`config.mk`:
```
export PLATFORM = sky130hd
export DESIGN_NAME = per_source_peak_rate_monitor_unit
export DESIGN_NICKNAME = d
export VERILOG_FILES = /design/src/psprm_pkg.sv /design/src/psprm_slot_table.sv /design/src/psprm_seq.sv /design/src/per_source_peak_rate_monitor_unit.sv
export VERILOG_INCLUDE_DIRS = /design/src /design/src/src
export SDC_FILE = /design/constraint.sdc
export NUM_CORES = 2
export LEC_CHECK = 0
export BUFFER_PORTS_ARGS = -buffer_cell sky130_fd_sc_hd__clkbuf_2
export CORE_MARGIN = 3
export CORE_UTILIZATION = 42
export CTS_CLUSTER_DIAMETER = 50
export DETAILED_ROUTE_END_ITERATION = 10
export PLACE_DENSITY = 0.69
export RECOVER_POWER = 25
export SYNTH_ARGS = -nofsm -noshare
export SYNTH_HDL_FRONTEND = slang
export SYNTH_SLANG_ARGS = --single-unit
```
`constraint.sdc`:
```
create_clock -name aclk -period 12.3 [get_ports aclk]
set_input_delay 2.46 -clock aclk [delete_from_list [all_inputs] [get_ports aclk]]
set_output_delay 2.46 -clock aclk [all_outputs]
set_load 0.01 [all_outputs]
```
`src/per_source_peak_rate_monitor_unit_macros.svh`:
```
// assertion macros for the per-source peak rate monitor
// clocked by aclk and disabled while aresetn is low in the module that uses them
`ifndef PER_SOURCE_PEAK_RATE_MONITOR_UNIT_MACROS_SVH
`define PER_SOURCE_PEAK_RATE_MONITOR_UNIT_MACROS_SVH

`ifndef SYNTH

`define PSPRM_ASSERT(label, prop) \
    label: assert property (@(posedge aclk) disable iff (!aresetn) prop) \
        else $error("psprm assertion failed");

`define PSPRM_ASSERT_NEVER(label, cond) \
    `PSPRM_ASSERT(label, !(cond))

`else

`define PSPRM_ASSERT(label, prop)

`define PSPRM_ASSERT_NEVER(label, cond)

`endif

`endif

```
`src/psprm_pkg.sv`:
```
// shared types and constants of the per-source peak rate monitor
// no dependencies
`timescale 1ns / 1ps
`default_nettype none

package psprm_pkg;

    localparam int SLOTS  = 16;
    localparam int SLOT_W = (SLOTS > 1) ? $clog2(SLOTS) : 1;
    localparam logic [SLOT_W-1:0] SLOT_LAST = SLOT_W'(SLOTS - 1);

    localparam int ID_W    = 32;
    localparam int CNT_W   = 32;
    localparam int TS_W    = 64;
    localparam int LEN_W   = 40;
    localparam int SEL_W   = 4;
    localparam int CFG_IDX_W = 1;

    localparam logic [LEN_W-1:0] WINDOW_LENGTH_RESET = LEN_W'(64'd1000000000);
    localparam logic [TS_W-1:0]  WINDOW_ORIGIN_RESET = '0;

    localparam logic [CFG_IDX_W-1:0] REG_WINDOW_LENGTH = 1'd0;
    localparam logic [CFG_IDX_W-1:0] REG_WINDOW_ORIGIN = 1'd1;

    localparam logic CMD_RECORD = 1'b0;
    localparam logic CMD_READ   = 1'b1;

    typedef struct packed {
        logic [ID_W-1:0]  owner;
        logic [CNT_W-1:0] count;
        logic [CNT_W-1:0] peak;
    } tbl_rd_t;

    typedef struct packed {
        logic             owner_we;
        logic [ID_W-1:0]  owner;
        logic             count_we;
        logic [CNT_W-1:0] count;
        logic             peak_we;
        logic [CNT_W-1:0] peak;
    } tbl_wr_t;

    typedef struct packed {
        logic [SEL_W-1:0] slot_used;
        logic             counted;
        logic             table_full;
        logic             window_closed;
        logic [ID_W-1:0]  read_owner;
        logic [CNT_W-1:0] read_peak;
    } result_t;

endpackage

`default_nettype wire

```
`src/psprm_slot_table.sv`:
```
// slot table: owner, window count and peak per slot, one access port
// depends on psprm_pkg
`timescale 1ns / 1ps
`default_nettype none

module psprm_slot_table (
    input  wire logic                        aclk,
    input  wire logic                        aresetn,
    input  wire logic [psprm_pkg::SLOT_W-1:0] idx,
    input  wire psprm_pkg::tbl_wr_t          wr,
    output psprm_pkg::tbl_rd_t               rd
);

    logic [psprm_pkg::ID_W-1:0]  owner_reg [psprm_pkg::SLOTS];
    logic [psprm_pkg::CNT_W-1:0] count_reg [psprm_pkg::SLOTS];
    logic [psprm_pkg::CNT_W-1:0] peak_reg  [psprm_pkg::SLOTS];

    always_ff @(posedge aclk) begin
        if (!aresetn) begin
            for (int i = 0; i < psprm_pkg::SLOTS; i++) begin
                owner_reg[i] <= '0;
                count_reg[i] <= '0;
                peak_reg[i]  <= '0;
            end
        end else begin
            if (wr.owner_we) begin
                owner_reg[idx] <= wr.owner;
            end
            if (wr.count_we) begin
                count_reg[idx] <= wr.count;
            end
            if (wr.peak_we) begin
                peak_reg[idx] <= wr.peak;
            end
        end
    end

    assign rd.owner = owner_reg[idx];
    assign rd.count = count_reg[idx];
    assign rd.peak  = peak_reg[idx];

endmodule

`default_nettype wire

```
`src/psprm_seq.sv`:
```
// sequencer: slot scan, window check, close-out walk and slot read over the slot table
// depends on psprm_pkg; drives the single access port of psprm_slot_table
`timescale 1ns / 1ps
`default_nettype none

module psprm_seq (
    input  wire logic                         aclk,
    input  wire logic                         aresetn,
    input  wire logic                         s_valid,
    output logic                              s_ready,
    input  wire logic                         s_command,
    input  wire logic [psprm_pkg::ID_W-1:0]   s_source_id,
    input  wire logic [psprm_pkg::TS_W-1:0]   s_now_ns,
    input  wire logic [psprm_pkg::SEL_W-1:0]  s_slot_select,
    input  wire logic [psprm_pkg::LEN_W-1:0]  window_length,
    input  wire logic [psprm_pkg::TS_W-1:0]   window_origin,
    output logic [psprm_pkg::SLOT_W-1:0]      tbl_idx,
    output psprm_pkg::tbl_wr_t                tbl_wr,
    input  wire psprm_pkg::tbl_rd_t           tbl_rd,
    output logic                              done_valid,
    input  wire logic                         done_ready,
    output psprm_pkg::result_t                done_result
);

    typedef enum logic [5:0] {
        ST_IDLE  = 6'b000001,
        ST_SCAN  = 6'b000010,
        ST_CHECK = 6'b000100,
        ST_CLOSE = 6'b001000,
        ST_READ  = 6'b010000,
        ST_DONE  = 6'b100000
    } state_t;

    state_t                          state_reg, state_next;
    logic [psprm_pkg::SLOT_W-1:0]    ptr_reg, ptr_next;
    logic [psprm_pkg::ID_W-1:0]      id_reg, id_next;
    logic [psprm_pkg::TS_W-1:0]      now_reg, now_next;
    psprm_pkg::result_t              res_reg, res_next;
    logic [psprm_pkg::TS_W-1:0]      start_reg, start_next;
    logic                            started_reg, started_next;

    logic [psprm_pkg::TS_W-1:0]      elapsed;

    // modular distance from the current window start
    assign elapsed = now_reg - (started_reg ? start_reg : window_origin);

    always_comb begin
        state_next   = state_reg;
        ptr_next     = ptr_reg;
        id_next      = id_reg;
        now_next     = now_reg;
        res_next     = res_reg;
        start_next   = start_reg;
        started_next = started_reg;
        tbl_wr       = '0;
        done_valid   = 1'b0;

        case (state_reg)
            ST_IDLE: begin
                if (s_valid) begin
                    id_next  = s_source_id;
                    now_next = s_now_ns;
                    res_next = '0;
                    if (s_command == psprm_pkg::CMD_READ) begin
                        res_next.slot_used = s_slot_select;
                        ptr_next           = psprm_pkg::SLOT_W'(s_slot_select);
                        state_next         = ST_READ;
                    end else if (s_source_id == '0) begin
                        state_next = ST_DONE;
                    end else begin
                        ptr_next   = '0;
                        state_next = ST_SCAN;
                    end
                end
            end
            ST_SCAN: begin
                if (tbl_rd.owner == id_reg || tbl_rd.owner == '0) begin
                    // an empty slot always holds a zero count
                    tbl_wr.owner_we = 1'b1;
                    tbl_wr.owner    = id_reg;
                    tbl_wr.count_we = 1'b1;
                    tbl_wr.count    = (&tbl_rd.count) ? tbl_rd.count
                                                      : tbl_rd.count + 1'b1;
                    res_next.counted   = 1'b1;
                    res_next.slot_used = psprm_pkg::SEL_W'(ptr_reg);
                    state_next         = ST_CHECK;
                end else if (ptr_reg == psprm_pkg::SLOT_LAST) begin
                    res_next.table_full = 1'b1;
                    state_next          = ST_DONE;
                end else begin
                    ptr_next = ptr_reg + 1'b1;
                end
            end
            ST_CHECK: begin
                if (elapsed >= {{(psprm_pkg::TS_W - psprm_pkg::LEN_W){1'b0}},
                                window_length}) begin
                    res_next.window_closed = 1'b1;
                    start_next             = now_reg;
                    started_next           = 1'b1;
                    ptr_next               = '0;
                    state_next             = ST_CLOSE;
                end else begin
                    state_next = ST_DONE;
                end
            end
            ST_CLOSE: begin
                tbl_wr.count_we = 1'b1;
                tbl_wr.count    = '0;
                if (tbl_rd.count != '0 && tbl_rd.count > tbl_rd.peak) begin
                    tbl_wr.peak_we = 1'b1;
                    tbl_wr.peak    = tbl_rd.count;
                end
                if (ptr_reg == psprm_pkg::SLOT_LAST) begin
                    state_next = ST_DONE;
                end else begin
                    ptr_next = ptr_reg + 1'b1;
                end
            end
            ST_READ: begin
                if (32'(res_reg.slot_used) < 32'(psprm_pkg::SLOTS)) begin
                    res_next.read_owner = tbl_rd.owner;
                    res_next.read_peak  = tbl_rd.peak;
                end
                state_next = ST_DONE;
            end
            ST_DONE: begin
                done_valid = 1'b1;
                if (done_ready) begin
                    state_next = ST_IDLE;
                end
            end
            default: begin
                state_next = ST_IDLE;
            end
        endcase
    end

    always_ff @(posedge aclk) begin
        if (!aresetn) begin
            state_reg   <= ST_IDLE;
            start_reg   <= '0;
            started_reg <= 1'b0;
        end else begin
            state_reg   <= state_next;
            start_reg   <= start_next;
            started_reg <= started_next;
        end
    end

    always_ff @(posedge aclk) begin
        ptr_reg <= ptr_next;
        id_reg  <= id_next;
        now_reg <= now_next;
        res_reg <= res_next;
    end

    assign s_ready     = (state_reg == ST_IDLE);
    assign tbl_idx     = ptr_reg;
    assign done_result = res_reg;

endmodule

`default_nettype wire

```
`src/per_source_peak_rate_monitor_unit.sv`:
```
// Per-source peak rate monitor. A record transfer (command 0) looks up or claims
// a slot for its source id, one slot per cycle, bumps that slot's window count
// and then checks the window; a window close walks all 16 slots, one per cycle,
// folding counts into peaks. A full table ends after the scan, a rejected id
// (zero) goes straight to the result and a read (command 1) reads its slot first.
// The slots are visited one at a time over the single table port. The block takes
// no new transfer until its result has moved into the output register; the next
// transfer is taken while a result still waits in the output register.
// Depends on psprm_pkg, psprm_seq, psprm_slot_table and the assertion macros.
`timescale 1ns / 1ps
`default_nettype none

`include "per_source_peak_rate_monitor_unit_macros.svh"

module per_source_peak_rate_monitor_unit (
    input  wire logic                            aclk,
    input  wire logic                            aresetn,
    input  wire logic                            cfg_we,
    input  wire logic [psprm_pkg::CFG_IDX_W-1:0] cfg_index,
    input  wire logic [psprm_pkg::TS_W-1:0]      cfg_wdata,
    input  wire logic                            s_valid,
    output logic                                 s_ready,
    input  wire logic                            s_command,
    input  wire logic [psprm_pkg::ID_W-1:0]      s_source_id,
    input  wire logic [psprm_pkg::TS_W-1:0]      s_now_ns,
    input  wire logic [psprm_pkg::SEL_W-1:0]     s_slot_select,
    output logic                                 m_valid,
    input  wire logic                            m_ready,
    output logic [psprm_pkg::SEL_W-1:0]          m_slot_used,
    output logic                                 m_counted,
    output logic                                 m_table_full,
    output logic                                 m_window_closed,
    output logic [psprm_pkg::ID_W-1:0]           m_read_owner,
    output logic [psprm_pkg::CNT_W-1:0]          m_read_peak
);

    logic [psprm_pkg::LEN_W-1:0]  length_reg;
    logic [psprm_pkg::TS_W-1:0]   origin_reg;

    logic [psprm_pkg::SLOT_W-1:0] tbl_idx;
    psprm_pkg::tbl_wr_t           tbl_wr;
    psprm_pkg::tbl_rd_t           tbl_rd;

    logic                         done_valid;
    logic                         done_ready;
    psprm_pkg::result_t           done_result;

    logic                         out_valid_reg;
    psprm_pkg::result_t           out_reg;

    always_ff @(posedge aclk) begin
        if (!aresetn) begin
            length_reg <= psprm_pkg::WINDOW_LENGTH_RESET;
            origin_reg <= psprm_pkg::WINDOW_ORIGIN_RESET;
        end else if (cfg_we) begin
            case (cfg_index)
                psprm_pkg::REG_WINDOW_LENGTH: length_reg <= cfg_wdata[psprm_pkg::LEN_W-1:0];
                psprm_pkg::REG_WINDOW_ORIGIN: origin_reg <= cfg_wdata;
                default: ;
            endcase
        end
    end

    psprm_seq u_seq (
        .aclk          (aclk),
        .aresetn       (aresetn),
        .s_valid       (s_valid),
        .s_ready       (s_ready),
        .s_command     (s_command),
        .s_source_id   (s_source_id),
        .s_now_ns      (s_now_ns),
        .s_slot_select (s_slot_select),
        .window_length (length_reg),
        .window_origin (origin_reg),
        .tbl_idx       (tbl_idx),
        .tbl_wr        (tbl_wr),
        .tbl_rd        (tbl_rd),
        .done_valid    (done_valid),
        .done_ready    (done_ready),
        .done_result   (done_result)
    );

    psprm_slot_table u_table (
        .aclk    (aclk),
        .aresetn (aresetn),
        .idx     (tbl_idx),
        .wr      (tbl_wr),
        .rd      (tbl_rd)
    );

    // output register frees up as the current result is taken
    assign done_ready = !out_valid_reg || m_ready;

    always_ff @(posedge aclk) begin
        if (!aresetn) begin
            out_valid_reg <= 1'b0;
        end else if (done_ready) begin
            out_valid_reg <= done_valid;
        end
    end

    always_ff @(posedge aclk) begin
        if (done_valid && done_ready) begin
            out_reg <= done_result;
        end
    end

    assign m_valid         = out_valid_reg;
    assign m_slot_used     = out_reg.slot_used;
    assign m_counted       = out_reg.counted;
    assign m_table_full    = out_reg.table_full;
    assign m_window_closed = out_reg.window_closed;
    assign m_read_owner    = out_reg.read_owner;
    assign m_read_peak     = out_reg.read_peak;

    `PSPRM_ASSERT_NEVER(a_count_and_full, m_valid && m_counted && m_table_full)
    `PSPRM_ASSERT(a_close_needs_count, (m_valid && m_window_closed) |-> m_counted)
    `PSPRM_ASSERT(a_busy_after_transfer, (s_valid && s_ready) |=> !s_ready)
    `PSPRM_ASSERT_NEVER(a_done_while_idle, done_valid && s_ready)

endmodule

`default_nettype wire

```
==> reports/qor.csv <==
stage,metric,value,unit
power,Seq pwr share,40.0,%
power,P_int,12.9,mW
cts,CTS sink count,1958,
synthesis,register bit count reported by yosys,1958,
cts,clk_lat worst skew,0.87,ns
sta,setup ws final,2.17,ns
cts,root buf cell,clkbuf_16,
synthesis,number of synthesized flops with an enable pin,1778,
sta,highest clock rate,98.7,MHz
sta,final hold vios,0,
cts,Post CTS Setup Buffer Count,0,
sta,Final setup viols,0,
global_routing,largest net degree at the start of global routing,129,
routing,Routed WL per cell,26.8,um
cts,CTS tree,yes,
power,Sw Share,34.2,%
sta,final worst path period need,10.13,ns
die,Ports,244,
synthesis,Unique masters post-synth,94,
placement,Port Buffers,243,
setup_path,"Arr. time, crit path",10.58,ns
cells_and_area,layout cells sized above 1,14.9,%
placement,setup slack at placement,3.80,ns
global_routing,GRT overflow,0,
routing,Post-Route WL,272,mm
setup_path,critical path class,reg2reg,
power,Combinational Power Share,28.4,%
setup_path,crit-path cells,clkbuf_1 > nor2_1 > a22o_1 > a221oi_1 > xnor2_1 > o2111ai_1 > nor4_1 > a31oi_1 > nand2b_4 > nor2_4 > clkbuf_1 > nand2_4 > nand2_2 > buf_4,
sta,Max-slew headroom,-223,%
power,VDD IR-drop max,168,uV
setup_path,critical path startpoint category,flip-flop,
die,Core ar.,218000,um2
synthesis,asr flop ratio synth,0,%
setup_path,Top delay family on crit path,buffers and inverters,
global_routing,via count of the first global-routing pass,59900,
setup_path,Crit-path slowest cell,clkbuf_1,
sta,Setup Skew,0.0790,ns
synthesis,mapped cell area,92800,um2
sta,pins over their slew limit,610,
synthesis,syn nets,7444,
sta,Setup TNS,0,ns
cts,H-tree depth,4,
flow_run,max cap viols,14,
die,die area,227000,um2
placement,GPL Wtd Cong,0.927,
cts,CTS Buf Count,205,
synthesis,Cells after Synth,7131,
cells_and_area,"commonest non-fill, non-tap cell in the layout",edfxtp_1,
power,PD cells,191,nW/um2
outcome,outcome,"complete, but fails checks",
power,switching power,6.69,mW
placement,DP Wirelength,171,mm
routing,routed via count,61700,
global_routing,GRT Overall Usage,23.7,%
synthesis,YS warnings,0,
synthesis,"Seq/Total Area, Yosys",61.4,%
cells_and_area,Final #Nets,7373,
setup_path,"most used cell, CP",clkbuf_1,
setup_path,crit-path max FO,43,
power,Tot Pwr,19.6,mW
routing,vias per cell,6.06,
worst_hold_path,hold crit path type,reg2reg,
routing,initial detailed-routing violation count,8477,
cts,"Clk pin slew, worst setup/hold paths",0.06,ns
routing,ANT nets after route,0,
setup_path,Worst setup EP type,flip-flop,
sta,Worst Tran Pin Value,4.85,ns
setup_path,WP data required,12.75,ns
cts,post-cts resize count,0,
routing,DRC violations left,0,
global_routing,initial antenna violation count,23,
cells_and_area,area added between synthesis and finish,10.3,%
die,FP Rows,171,
cells_and_area,"commonest cells after routing, fill and taps aside","1,778 x edfxtp_1, 1,222 x nor2_1, 579 x nand2_1, 542 x and3_1, 374 x mux4_2",
cts,CTS Hold Bufs,0,
sta,RSZ-0062 raised after global routing,false,
power,power share of the clock group,31.6,%
synthesis,top_reg_cell synth,edfxtp_1,
setup_path,"Buf+Inv Stages, Crit Path",3,
die,die width,476,um
global_routing,first-pass GRT wire length,401,mm
power,Leak Pwr,37.4,nW
die,Starting Density,42.5,%
sta,Final Cycle Share,82.4,%
die,Die H,476,um
setup_path,CP peak stage delay,2.09,ns
routing,drt pass-1 iters,8,
synthesis,syn_area_per_cell,13.0,um2
cts,clk buf depth,3,
outcome,failing checks,"max-capacitance violations, max-slew violations",
[synthesized netlist by cell type (19+ instances only)]
master     count  share of area [%]
nor3_1        57               0.31
dfxtp_1      180                3.9
clkbuf_2      46               0.25
buf_2        122               0.66
nor2_1      1220                4.9
nor2b_1       21               0.14
a211oi_1      20               0.16
mux2_2        30               0.36
and3_1       542                3.7
inv_1        127               0.51
o21a_1        19               0.15
mux4_2       374                9.1
o311ai_0      64               0.60
buf_6         55               0.67
nand2_1      611                2.5
nand2b_1      40               0.27
buf_1         32               0.13
edfxtp_1    1778                 58
a21oi_1      238                1.3
ha_1         141                1.9
nor4_1        28               0.19
buf_4         22               0.18
mux2i_1      199                2.1
xnor2_1       91               0.86
o21ai_0      108               0.58
nand3_1       53               0.29
a21o_1        28               0.23
o211ai_1      27               0.22
a2bb2oi_1     66               0.62
and2_1        50               0.34
xor2_1        37               0.35
clkbuf_1     368                1.5
nand4_1       76               0.51
[final cells by class]
class	count	area (um2)
well taps	2941	3680
inverters	132	507
repair buffers	378	2090
fillers	19000	116000
multi-input cells	4385	32300
flip-flops and latches	1958	57000
diodes	5	12.5
clock inverters	135	1360
clock buffers	246	5380
[cell families (layout without fill, tap and decap cells)]
group           after synthesis  in the layout  synth area share, %
compound gates              711            711                 5.17
xor+xnor                    129            129                 1.24
fa+ha+maj                   142            142                 1.92
buf+inv                     788            891                 4.14
flops                      1958           1958                 61.4
mux                         625            625                 12.1
other cells                   0              5                    0
simple gates               2778           2778                 14.0
[path summary, 6_finish.rpt]
kind,startpoint,to,slack [ns],cells after the start
max,flip-flop,u_table.owner_reg[2][7],2.17,14
min,u_seq.done_result[70],m_slot_used[3],0.37,0
min reg2reg,u_seq.done_result[70],m_slot_used[3],0.37,0
max reg2reg,flip-flop,u_table.owner_reg[2][7],2.17,14
[power by group through the flow]
stage | logic [mW] | registers [mW] | clock network, mW
2_1_floorplan | 3.69 | 7.76 | 0
3_3_place_gp | 5.37 | 7.94 | 0
3_5_place_dp | 5.42 | 7.95 | 0
4_1_cts | 5.45 | 7.82 | 6.23
5_1_grt | 5.84 | 7.86 | 6.50
6_report | 5.55 | 7.83 | 6.18
[layer usage]
metal	share of wire, %	vias to the layer above	track usage, %
li1	-	26300	-
met1	40	31000	34.2
met2	44	3944	35.0
met3	13	487	6.59
met4	2.7	18	6.64
met5	0.042	-	0
[per-stage QoR]
stage	std cells	util (%)	instance area [um2]	hold WS, ns
detailed placement	9794	43.9	95900	0.405
CTS	10200	47.0	103000	0.377
global placement	9794	43.9	95900	0.402
global route	10200	46.8	102000	0.375
finish	10200	46.8	102000	0.374
floorplan	7131	-	92800	0.400
Power figures use the tool's default switching activity.
